`config.mk`:
```
export PLATFORM = sky130hd
export DESIGN_NAME = lidar_packet_parser
export DESIGN_NICKNAME = d
export VERILOG_FILES = /design/src/hdl/lpp_pkg.sv /design/src/hdl/lpp_front.sv /design/src/hdl/lpp_queue.sv /design/src/hdl/lpp_back.sv /design/src/hdl/lidar_packet_parser.sv
export SDC_FILE = /design/constraint.sdc
export NUM_CORES = 1
export LEC_CHECK = 0
export ABC_CLOCK_PERIOD_IN_PS = 24300
export BUFFER_PORTS_ARGS = -buffer_cell sky130_fd_sc_hd__buf_2
export CAP_MARGIN = 20
export CORE_ASPECT_RATIO = 0.5
export CORE_MARGIN = 2
export CORE_UTILIZATION = 55
export CTS_BUF_LIST = sky130_fd_sc_hd__clkbuf_8
export DETAILED_ROUTE_END_ITERATION = 10
export PLACE_DENSITY = 0.72
export SLEW_MARGIN = 10
export SYNTH_ARGS = -nofsm -noshare
export SYNTH_HDL_FRONTEND = slang
export SYNTH_SLANG_ARGS = --single-unit
```
`constraint.sdc`:
```
create_clock -name clock -period 24.3 [get_ports clock]
set_clock_uncertainty 0.2 [all_clocks]
set_input_delay 3.645 -clock clock [delete_from_list [all_inputs] [get_ports clock]]
set_output_delay 3.645 -clock clock [all_outputs]
set_load 0.01 [all_outputs]
```
`src/hdl/lpp_pkg.sv`:
```
`default_nettype none

package lpp_pkg;

   localparam int DEF_BLOCKS         = 6;
   localparam int DEF_LASERS         = 40;
   localparam int DEF_RESERVED_BYTES = 8;

   localparam int MEASURE_BYTES = 5;
   localparam int BLOCK_HEAD    = 4;
   localparam int TAIL_BYTES    = 8;

   localparam int BLOCK_W = 4;
   localparam int LASER_W = 6;
   localparam int QUEUE_DEPTH = 4;

   localparam logic [23:0] BUG_RANGE   = 24'h010101;
   localparam logic [15:0] BUG_REFL    = 16'h0101;
   localparam logic [23:0] RANGE_RESET = 24'(200 * 1000 / 2);

   localparam int RSP_TDATA_W = 152;
   localparam int CSR_ADDR_W  = 3;

   typedef enum logic [0:0] {
      REG_MAX_RANGE = 1'b0
   } lpp_reg_type;

   typedef enum logic [1:0] {
      KIND_MEASURE = 2'd0,
      KIND_TRAILER = 2'd1,
      KIND_ERROR   = 2'd2
   } lpp_kind_type;

   typedef struct packed {
      lpp_kind_type kind;
      logic [2:0]   block_index;
      logic [5:0]   laser_index;
      logic [15:0]  block_marker;
      logic [15:0]  azimuth;
      logic [23:0]  range_raw;
      logic [15:0]  reflectivity;
      logic [15:0]  revolution;
      logic [31:0]  timestamp_us;
      logic [15:0]  factory_id;
   } lpp_cmd_type;

endpackage

`default_nettype wire

```
`src/hdl/lpp_front.sv`:
```
`default_nettype none

module lpp_front #(
   parameter int BLOCKS         = lpp_pkg::DEF_BLOCKS,
   parameter int LASERS         = lpp_pkg::DEF_LASERS,
   parameter int RESERVED_BYTES = lpp_pkg::DEF_RESERVED_BYTES
) (
   input  wire logic                clock,
   input  wire logic                reset,
   input  wire logic                accept,
   input  wire logic [7:0]          data_byte,
   input  wire logic                end_of_packet,
   output logic                     push,
   output lpp_pkg::lpp_cmd_type     cmd
);

   import lpp_pkg::*;

   localparam int BLOCK_BYTES = BLOCK_HEAD + MEASURE_BYTES * LASERS;
   localparam int DATA_BYTES  = BLOCKS * BLOCK_BYTES;
   localparam int TAIL_START  = DATA_BYTES + RESERVED_BYTES;
   localparam int PKT_LEN     = TAIL_START + TAIL_BYTES;
   localparam int POS_W       = $clog2(PKT_LEN + 1);
   localparam int OFF_W       = $clog2(BLOCK_BYTES);

   logic [POS_W-1:0]   pos_ff, pos_in;
   logic [OFF_W-1:0]   off_ff, off_in;
   logic [2:0]         sub_ff, sub_in;
   logic [LASER_W-1:0] laser_ff, laser_in;
   logic [BLOCK_W-1:0] blk_ff, blk_in;
   logic [31:0]        shift_ff, shift_in;
   logic [15:0]        marker_ff, marker_in;
   logic [15:0]        azimuth_ff, azimuth_in;
   logic [15:0]        rev_ff, rev_in;
   logic [31:0]        ts_ff, ts_in;
   logic [15:0]        fact_ff, fact_in;
   logic               overrun_ff, overrun_in;

   logic               in_data;
   logic               in_tail;
   logic               in_over;
   logic [POS_W-1:0]   tail_off;
   logic [2:0]         t;
   logic [1:0]         ts_sel;
   logic               measure_done;
   logic               pkt_ok;

   assign in_over  = pos_ff >= POS_W'(PKT_LEN);
   assign in_data  = pos_ff < POS_W'(DATA_BYTES);
   assign in_tail  = !in_data && !in_over && (pos_ff >= POS_W'(TAIL_START));
   assign tail_off = pos_ff - POS_W'(TAIL_START);
   assign t        = tail_off[2:0];
   assign ts_sel   = t[1:0] - 2'd2;
   assign pkt_ok   = !overrun_in && (pos_ff == POS_W'(PKT_LEN - 1));

   always_comb begin
      pos_in       = pos_ff;
      off_in       = off_ff;
      sub_in       = sub_ff;
      laser_in     = laser_ff;
      blk_in       = blk_ff;
      shift_in     = shift_ff;
      marker_in    = marker_ff;
      azimuth_in   = azimuth_ff;
      rev_in       = rev_ff;
      ts_in        = ts_ff;
      fact_in      = fact_ff;
      overrun_in   = overrun_ff;
      measure_done = 1'b0;
      if (accept) begin
         if (in_over) begin
            overrun_in = 1'b1;
         end else if (in_data) begin
            if (off_ff < OFF_W'(2)) begin
               marker_in[8*off_ff[0] +: 8] = data_byte;
            end else if (off_ff < OFF_W'(BLOCK_HEAD)) begin
               azimuth_in[8*off_ff[0] +: 8] = data_byte;
            end else begin
               if (sub_ff == 3'(MEASURE_BYTES - 1)) begin
                  measure_done = 1'b1;
                  sub_in       = 3'd0;
                  laser_in     = laser_ff + LASER_W'(1);
               end else begin
                  shift_in[8*sub_ff[1:0] +: 8] = data_byte;
                  sub_in = sub_ff + 3'd1;
               end
            end
            if (off_ff == OFF_W'(BLOCK_BYTES - 1)) begin
               off_in   = '0;
               sub_in   = 3'd0;
               laser_in = '0;
               blk_in   = blk_ff + BLOCK_W'(1);
            end else begin
               off_in = off_ff + OFF_W'(1);
            end
         end else if (in_tail) begin
            if (t < 3'd2) begin
               rev_in[8*t[0] +: 8] = data_byte;
            end else if (t < 3'd6) begin
               ts_in[8*ts_sel +: 8] = data_byte;
            end else begin
               fact_in[8*t[0] +: 8] = data_byte;
            end
         end
         if (!in_over) begin
            pos_in = pos_ff + POS_W'(1);
         end
      end
   end

   always_comb begin
      push = 1'b0;
      cmd  = '0;
      if (accept && end_of_packet) begin
         push = 1'b1;
         if (pkt_ok) begin
            cmd.kind         = KIND_TRAILER;
            cmd.revolution   = rev_in;
            cmd.timestamp_us = ts_in;
            cmd.factory_id   = fact_in;
         end else begin
            cmd.kind = KIND_ERROR;
         end
      end else if (measure_done) begin
         push              = 1'b1;
         cmd.kind          = KIND_MEASURE;
         cmd.block_index   = blk_ff[2:0];
         cmd.laser_index   = laser_ff;
         cmd.block_marker  = marker_ff;
         cmd.azimuth       = azimuth_ff;
         cmd.range_raw     = shift_ff[23:0];
         cmd.reflectivity  = {data_byte, shift_ff[31:24]};
      end
   end

   always_ff @(posedge clock) begin
      if (reset || (accept && end_of_packet)) begin
         pos_ff     <= '0;
         off_ff     <= '0;
         sub_ff     <= '0;
         laser_ff   <= '0;
         blk_ff     <= '0;
         shift_ff   <= '0;
         marker_ff  <= '0;
         azimuth_ff <= '0;
         rev_ff     <= '0;
         ts_ff      <= '0;
         fact_ff    <= '0;
         overrun_ff <= 1'b0;
      end else begin
         pos_ff     <= pos_in;
         off_ff     <= off_in;
         sub_ff     <= sub_in;
         laser_ff   <= laser_in;
         blk_ff     <= blk_in;
         shift_ff   <= shift_in;
         marker_ff  <= marker_in;
         azimuth_ff <= azimuth_in;
         rev_ff     <= rev_in;
         ts_ff      <= ts_in;
         fact_ff    <= fact_in;
         overrun_ff <= overrun_in;
      end
   end

`ifndef SYNTHESIS
   a_eop_clears: assert property (@(posedge clock) disable iff (reset)
      (accept && end_of_packet) |=> (pos_ff == '0) && !overrun_ff)
      else $error("position not cleared after end of packet");
   a_overrun_pos: assert property (@(posedge clock) disable iff (reset)
      overrun_ff |-> (pos_ff == POS_W'(PKT_LEN)))
      else $error("overrun flagged before packet length reached");
   a_off_range: assert property (@(posedge clock) disable iff (reset)
      off_ff < OFF_W'(BLOCK_BYTES))
      else $error("block offset out of range");
`endif

endmodule

`default_nettype wire

```
`src/hdl/lpp_queue.sv`:
```
`default_nettype none

module lpp_queue #(
   parameter int DEPTH = lpp_pkg::QUEUE_DEPTH
) (
   input  wire logic                 clock,
   input  wire logic                 reset,
   input  wire logic                 push,
   input  wire lpp_pkg::lpp_cmd_type push_cmd,
   output logic                      full,
   output logic                      q_valid,
   output lpp_pkg::lpp_cmd_type      q_cmd,
   input  wire logic                 pop
);

   import lpp_pkg::*;

   localparam int PTR_W = $clog2(DEPTH);
   localparam int CNT_W = $clog2(DEPTH + 1);

   lpp_cmd_type      slot_ff [DEPTH];
   logic [PTR_W-1:0] wr_ff, wr_in;
   logic [PTR_W-1:0] rd_ff, rd_in;
   logic [CNT_W-1:0] count_ff, count_in;

   assign full    = count_ff == CNT_W'(DEPTH);
   assign q_valid = count_ff != '0;
   assign q_cmd   = slot_ff[rd_ff];

   always_comb begin
      wr_in    = wr_ff;
      rd_in    = rd_ff;
      count_in = count_ff;
      if (push) begin
         wr_in = (wr_ff == PTR_W'(DEPTH - 1)) ? '0 : wr_ff + PTR_W'(1);
      end
      if (pop) begin
         rd_in = (rd_ff == PTR_W'(DEPTH - 1)) ? '0 : rd_ff + PTR_W'(1);
      end
      if (push && !pop) begin
         count_in = count_ff + CNT_W'(1);
      end else if (pop && !push) begin
         count_in = count_ff - CNT_W'(1);
      end
   end

   always_ff @(posedge clock) begin
      if (push) begin
         slot_ff[wr_ff] <= push_cmd;
      end
   end

   always_ff @(posedge clock) begin
      if (reset) begin
         wr_ff    <= '0;
         rd_ff    <= '0;
         count_ff <= '0;
      end else begin
         wr_ff    <= wr_in;
         rd_ff    <= rd_in;
         count_ff <= count_in;
      end
   end

`ifndef SYNTHESIS
   a_no_overflow: assert property (@(posedge clock) disable iff (reset)
      push |-> !full)
      else $error("push into full queue");
   a_no_underflow: assert property (@(posedge clock) disable iff (reset)
      pop |-> q_valid)
      else $error("pop from empty queue");
`endif

endmodule

`default_nettype wire

```
`src/hdl/lpp_back.sv`:
```
`default_nettype none

module lpp_back (
   input  wire logic                           clock,
   input  wire logic                           reset,
   input  wire logic [23:0]                    max_range_raw,
   input  wire logic                           q_valid,
   input  wire lpp_pkg::lpp_cmd_type           q_cmd,
   output logic                                pop,
   output logic                                rsp_tvalid,
   input  wire logic                           rsp_tready,
   output logic [lpp_pkg::RSP_TDATA_W-1:0]     rsp_tdata,
   output logic [1:0]                          rsp_tuser,
   output logic                                rsp_tlast
);

   import lpp_pkg::*;

   logic        valid_ff, valid_in;
   lpp_cmd_type out_ff, out_in;
   logic        bad_measure;

   assign bad_measure = (q_cmd.kind == KIND_MEASURE) &&
                        (((q_cmd.range_raw == BUG_RANGE) && (q_cmd.reflectivity == BUG_REFL))
                         || (q_cmd.range_raw > max_range_raw));

   assign pop = q_valid && (!valid_ff || rsp_tready);

   always_comb begin
      valid_in = valid_ff && !rsp_tready;
      out_in   = out_ff;
      if (pop) begin
         valid_in = 1'b1;
         out_in   = q_cmd;
         if (bad_measure) begin
            out_in.range_raw    = '0;
            out_in.reflectivity = '0;
         end
      end
   end

   always_ff @(posedge clock) begin
      out_ff <= out_in;
      if (reset) begin
         valid_ff <= 1'b0;
      end else begin
         valid_ff <= valid_in;
      end
   end

   assign rsp_tvalid = valid_ff;
   assign rsp_tuser  = out_ff.kind;
   assign rsp_tlast  = out_ff.kind != KIND_MEASURE;
   assign rsp_tdata  = {7'b0, out_ff.factory_id, out_ff.timestamp_us, out_ff.revolution,
                        out_ff.reflectivity, out_ff.range_raw, out_ff.azimuth,
                        out_ff.block_marker, out_ff.laser_index, out_ff.block_index};

`ifndef SYNTHESIS
   a_refill: assert property (@(posedge clock) disable iff (reset)
      (q_valid && (!valid_ff || rsp_tready)) |=> valid_ff)
      else $error("queued beat not moved to output register");
`endif

endmodule

`default_nettype wire

```
`src/hdl/lidar_packet_parser.sv`:
```
// Lidar packet parser, single-return format.
// req channel: one packet byte per beat in req_tdata, req_tlast on the final byte.
// rsp channel: one beat per completed five-byte measure (tuser = measure), and one
//   closing beat per packet with tlast high (tuser = trailer, or length error).
// Measures whose range exceeds max_range_raw, or that match the 0x010101/0x0101
//   pattern, carry zero range and reflectivity. On a length error, downstream
//   drops the measures already delivered for that packet.
// csr port: register 0 at byte address 0 is max_range_raw (24 bits, reset 100000);
//   write it only while no packet is in flight.
// Throughput: one byte per cycle while the result queue is not full. With nothing
//   waiting, the edge that accepts a byte writes its result into the 4-entry result
//   queue, and the next edge loads it into the output register that drives rsp.
// Stall: while rsp_tready is low the output register holds its beat and the queue
//   fills; req_tready falls only once the queue is full.
// Reset: synchronous, active high; clears the packet position and the queue and
//   loads max_range_raw with its reset value.
`default_nettype none

module lidar_packet_parser #(
   parameter int BLOCKS         = lpp_pkg::DEF_BLOCKS,
   parameter int LASERS         = lpp_pkg::DEF_LASERS,
   parameter int RESERVED_BYTES = lpp_pkg::DEF_RESERVED_BYTES
) (
   input  wire logic                              clock,
   input  wire logic                              reset,
   input  wire logic                              req_tvalid,
   output logic                                   req_tready,
   input  wire logic [7:0]                        req_tdata,  // data_byte
   input  wire logic                              req_tlast,
   output logic                                   rsp_tvalid,
   input  wire logic                              rsp_tready,
   // block_index, laser_index, block_marker, azimuth, range_raw, reflectivity,
   // revolution, timestamp_us, factory_id, zero pad
   output logic [lpp_pkg::RSP_TDATA_W-1:0]        rsp_tdata,
   output logic [1:0]                             rsp_tuser,  // kind
   output logic                                   rsp_tlast,
   input  wire logic                              csr_psel,
   input  wire logic                              csr_penable,
   input  wire logic                              csr_pwrite,
   input  wire logic [lpp_pkg::CSR_ADDR_W-1:0]    csr_paddr,
   input  wire logic [31:0]                       csr_pwdata,
   output logic [31:0]                            csr_prdata,
   output logic                                   csr_pready
);

   import lpp_pkg::*;

   logic        accept;
   logic        push;
   lpp_cmd_type push_cmd;
   logic        full;
   logic        q_valid;
   lpp_cmd_type q_cmd;
   logic        pop;
   logic [23:0] max_range_ff, max_range_in;
   lpp_reg_type reg_sel;

   assign accept     = req_tvalid && req_tready;
   assign req_tready = !full;
   assign csr_pready = 1'b1;
   assign reg_sel    = lpp_reg_type'(csr_paddr[2]);

   always_comb begin
      max_range_in = max_range_ff;
      if (csr_psel && csr_penable && csr_pwrite && (reg_sel == REG_MAX_RANGE)) begin
         max_range_in = csr_pwdata[23:0];
      end
   end

   always_comb begin
      case (reg_sel)
         REG_MAX_RANGE: csr_prdata = {8'b0, max_range_ff};
         default:       csr_prdata = '0;
      endcase
   end

   always_ff @(posedge clock) begin
      if (reset) begin
         max_range_ff <= RANGE_RESET;
      end else begin
         max_range_ff <= max_range_in;
      end
   end

   lpp_front #(
      .BLOCKS         (BLOCKS),
      .LASERS         (LASERS),
      .RESERVED_BYTES (RESERVED_BYTES)
   ) u_front (
      .clock         (clock),
      .reset         (reset),
      .accept        (accept),
      .data_byte     (req_tdata),
      .end_of_packet (req_tlast),
      .push          (push),
      .cmd           (push_cmd)
   );

   lpp_queue #(
      .DEPTH (QUEUE_DEPTH)
   ) u_queue (
      .clock    (clock),
      .reset    (reset),
      .push     (push),
      .push_cmd (push_cmd),
      .full     (full),
      .q_valid  (q_valid),
      .q_cmd    (q_cmd),
      .pop      (pop)
   );

   lpp_back u_back (
      .clock         (clock),
      .reset         (reset),
      .max_range_raw (max_range_ff),
      .q_valid       (q_valid),
      .q_cmd         (q_cmd),
      .pop           (pop),
      .rsp_tvalid    (rsp_tvalid),
      .rsp_tready    (rsp_tready),
      .rsp_tdata     (rsp_tdata),
      .rsp_tuser     (rsp_tuser),
      .rsp_tlast     (rsp_tlast)
   );

endmodule

`default_nettype wire
```
==> summary.txt <==
Worst setup path
  • Critical path launch point type: primary input
  • Worst setup path class: primary input to output pin
  • Crit path launch: csr_paddr[2]
  • FF-to-FF setup slack: 19.35 ns
  • CP required: 20.45 ns
  • CP endpoint kind: output pin
  • Worst Path Arrival: 4.28 ns
  • Worst Path Max Fanout: 26

Outcome
  • Outcome: finished clean

Routing
  • Initial DRT Pass Iterations: 5
  • Routed wl met2: 34.9 mm
  • ANT nets after route: 0
  • Post-route DRC violation count: 0
  • Via count: 19210
  • 1st-iter DRT viols: 1789
  • Via density per instance: 5.62
  • Top layer in use: met5
  • Total wire length: 73.3 mm
  • Met3 wire len: 4.43 mm
  • Post-DR wirelength/cell: 21.4 microns
  • Wl on met1: 32.4 mm

Die
  • I/O pin count: 241
  • DIE WIDTH: 365 microns
  • Die Ht: 185 microns
  • Starting density of the core: 55.5%
  • DIE AREA: 67500 sq um
  • Row cnt: 66
  • Placeable Area: 64700 sq um

Timing
  • Max Fclk: 0.123 GHz
  • Fin. Hold Viols: 0
  • Final setup viols: 0
  • Max_slew headroom: 24.9%
  • RSZ-0062 raised after global routing: no
  • Final Worst Setup Slack: 16.17 ns
  • Period utilisation layout: 33.4%
  • Tightest Pin Transition: 1.12 ns
  • Hold WS: 0.256 ns
  • TNS Setup: 0 ns
  • Min Tclk post-route: 8.13 ns
  • Fin. max-slew vios: 0

Synthesis
  • Synth top area share: 61.5%
  • Post-synthesis sequential area ratio: 72.3%
  • Post-Synthesis Cell Area: 35900 sq um
  • Avg Cell Area, Syn: 16.5 sq um
  • Top cells by area in the synthesized netlist: edfxtp_1 61%, dfxtp_1 11%, mux4_2 9.2%, mux2i_1 2.8%, and2_1 2.0%
  • Synth cell types: 65
  • Multiplexer area fraction after synthesis: 12.1%
  • Largest family of logic cells by synthesized area: multiplexers
  • Post-Synth Adder-Cell Area: 1.55%
  • Synth area leader: edfxtp_1
  • Number of synthesized register bits: 929
  • Post-synth EDFFs: 735
  • Synthesized instance count: 2178
  • Primary FF master, synth: edfxtp_1
  • Synth Area in Simple Gates: 7.70%
  • Asr flop ratio synth: 0%
  • Synth Area in XOR/XNOR: 0.366%
  • Compound-Gate Fraction of Synth Area: 3.71%
  • Syn. warnings: 0

Run
  • Max cap viols: 0

Clock network
  • Post-CTS Setup Inserts: 0
  • Clock Latency Late Sink: 0.73 ns
  • Cts hold-fix bufs: 0
  • Reg clk slew, reported paths: 0.06 ns
  • CTS tree: yes
  • CTS Sinks: 929
  • Root Driver: clkbuf_8
  • CTS buffer count: 131
  • Maximum root-to-sink buffer count: 3
  • CTS resizes: 0
  • H-Tree Depth: 4

Final layout
  • Commonest non-fill, non-tap cell in the layout: edfxtp_1
  • Fin util: 62.2%
  • Nets: 2521
  • FF+latch area: 26000 sq um
  • Commonest cells after routing, fill and taps aside: 735 x edfxtp_1, 214 x buf_2, 192 x nor2_1, 192 x dfxtp_1, 147 x mux4_2
  • Layout cells sized above 1: 23.0%
  • Multi-input logic area: 9260 sq um
  • Fin area: 40300 sq um
  • Final std cells w/o fill: 3418
  • Fill count: 4746
  • Area growth syn-to-layout: 12.1%

Pwr
  • Reg power frac: 50.1%
  • Leakage: 13.7 nW
  • Sw Share: 28.8%
  • Pint: 2.92 mW
  • Maximum VDD drop: 0.0000749 V
  • Switch Pwr: 1.19 mW
  • Comb power frac: 21.9%
  • Final Power: 4.11 mW
  • Clock network power share: 27.9%
  • Power per Cell Area: 102 nW/um^2

GRT
  • Largest net degree at the start of global routing: 139
  • Vias in the first global route: 19319
  • Initial antenna violation count: 5
  • First-pass GRT wire length: 111 mm
  • GRT Util Overall: 22.0%
  • Overflow after GRT: 0

Hold path
  • Min-delay src: max_range_ff[23]
  • Min-Delay Path Class: flop to flop

Placed design
  • GP Congestion: 0.791
  • Area after DPL: 37800 sq um
  • Post-DP HPWL: 41.0 mm
  • Pre-CTS setup slack: 16.18 ns
  • Placed Instances: 3175
  • PortBufs: 214
==> routing by layer <==
| metal | up-vias | track usage (%) |
|---|---|---|
| li1 | 8778 | - |
| met1 | 9732 | 30.8 |
| met2 | 577 | 35.3 |
| met3 | 121 | 4.53 |
| met4 | 2 | 6.55 |
| met5 | - | 0 |
==> synthesized netlist by cell type (all sizes together) (2+ instances only) <==
master	number
a41oi	2
conb	2
nand2	90
or4	7
inv	48
a2111oi	11
or3	4
nor4	11
xnor2	11
o21ai	41
edfxtp	735
nor3b	6
buf	60
and2	117
nand4	37
mux4	147
a211oi	8
a21oi	81
dfxtp	194
nand2b	2
nand4b	3
and4b	2
xor2	4
clkbuf	78
nand3b	2
nor2b	8
nor2	193
and3	7
a21o	2
nor3	17
o31ai	7
mux2i	101
or2	3
a21boi	36
nand3	34
ha	43
a211o	8
==> flip-flops by register name, indices dropped and copies added, names as in the netlist, named ones only <==
name and flops:
u_front.off_ff 8, u_front.overrun_ff 1, u_queue.count_ff 3, u_back.rsp_tuser 2
max_range_ff 24, u_front.fact_ff 16, u_front.blk_ff 3, u_queue.rd_ff 2
u_queue.slot_ff 588, u_front.azimuth_ff 16, u_back.rsp_tvalid 1, u_front.pos_ff 11
u_queue.wr_ff 2, u_front.marker_ff 16, u_back.rsp_tdata 145, u_front.rev_ff 16
u_front.shift_ff 32, u_front.sub_ff 3, u_front.ts_ff 32, u_front.laser_ff 6
==> final timing paths <==
path                          endpoint  depth (start not counted)
hold / removal        max_range_ff[23]                          2
setup / recovery        csr_prdata[14]                          3
hold reg to reg       max_range_ff[23]                          2
setup reg to reg  u_back.rsp_tdata[65]                          8
==> worst max-delay path, cell delays in order <==
cell and delay (ns):
buf_2 0.36, nor2_1 0.11, buf_2 0.16
==> power by group through the flow <==
| stage | clock [mW] | combinational [mW] | sequential [mW] |
|---|---|---|---|
| CTS | 1.18 | 0.917 | 2.07 |
| global route | 1.25 | 0.980 | 2.08 |
| floorplan | 0 | 0.551 | 2.17 |
| finish | 1.15 | 0.901 | 2.06 |
| global placement | 0 | 0.902 | 2.10 |
| detailed placement | 0 | 0.913 | 2.10 |
==> cell type report <==
type	instances	share of cell area, %
flip-flops and latches	929	64.5
multi-input cells	1077	23.0
well taps	884	2.75
clock buffers	142	4.86
diodes	2	0.0124
clock inverters	97	1.25
repair buffers	239	3.19
inverters	48	0.448
==> logic make-up after synthesis <==
logic type                 Yosys count
buffers and inverters              186
xor gates and xnor gates            15
muxes                              249
AOI/OAI and AO/OA                  205
and+or+nand+nor                    548
adders and majority gates           44
other                                2
DFF                                929
No activity file was read; power rests on OpenSTA's default activity.
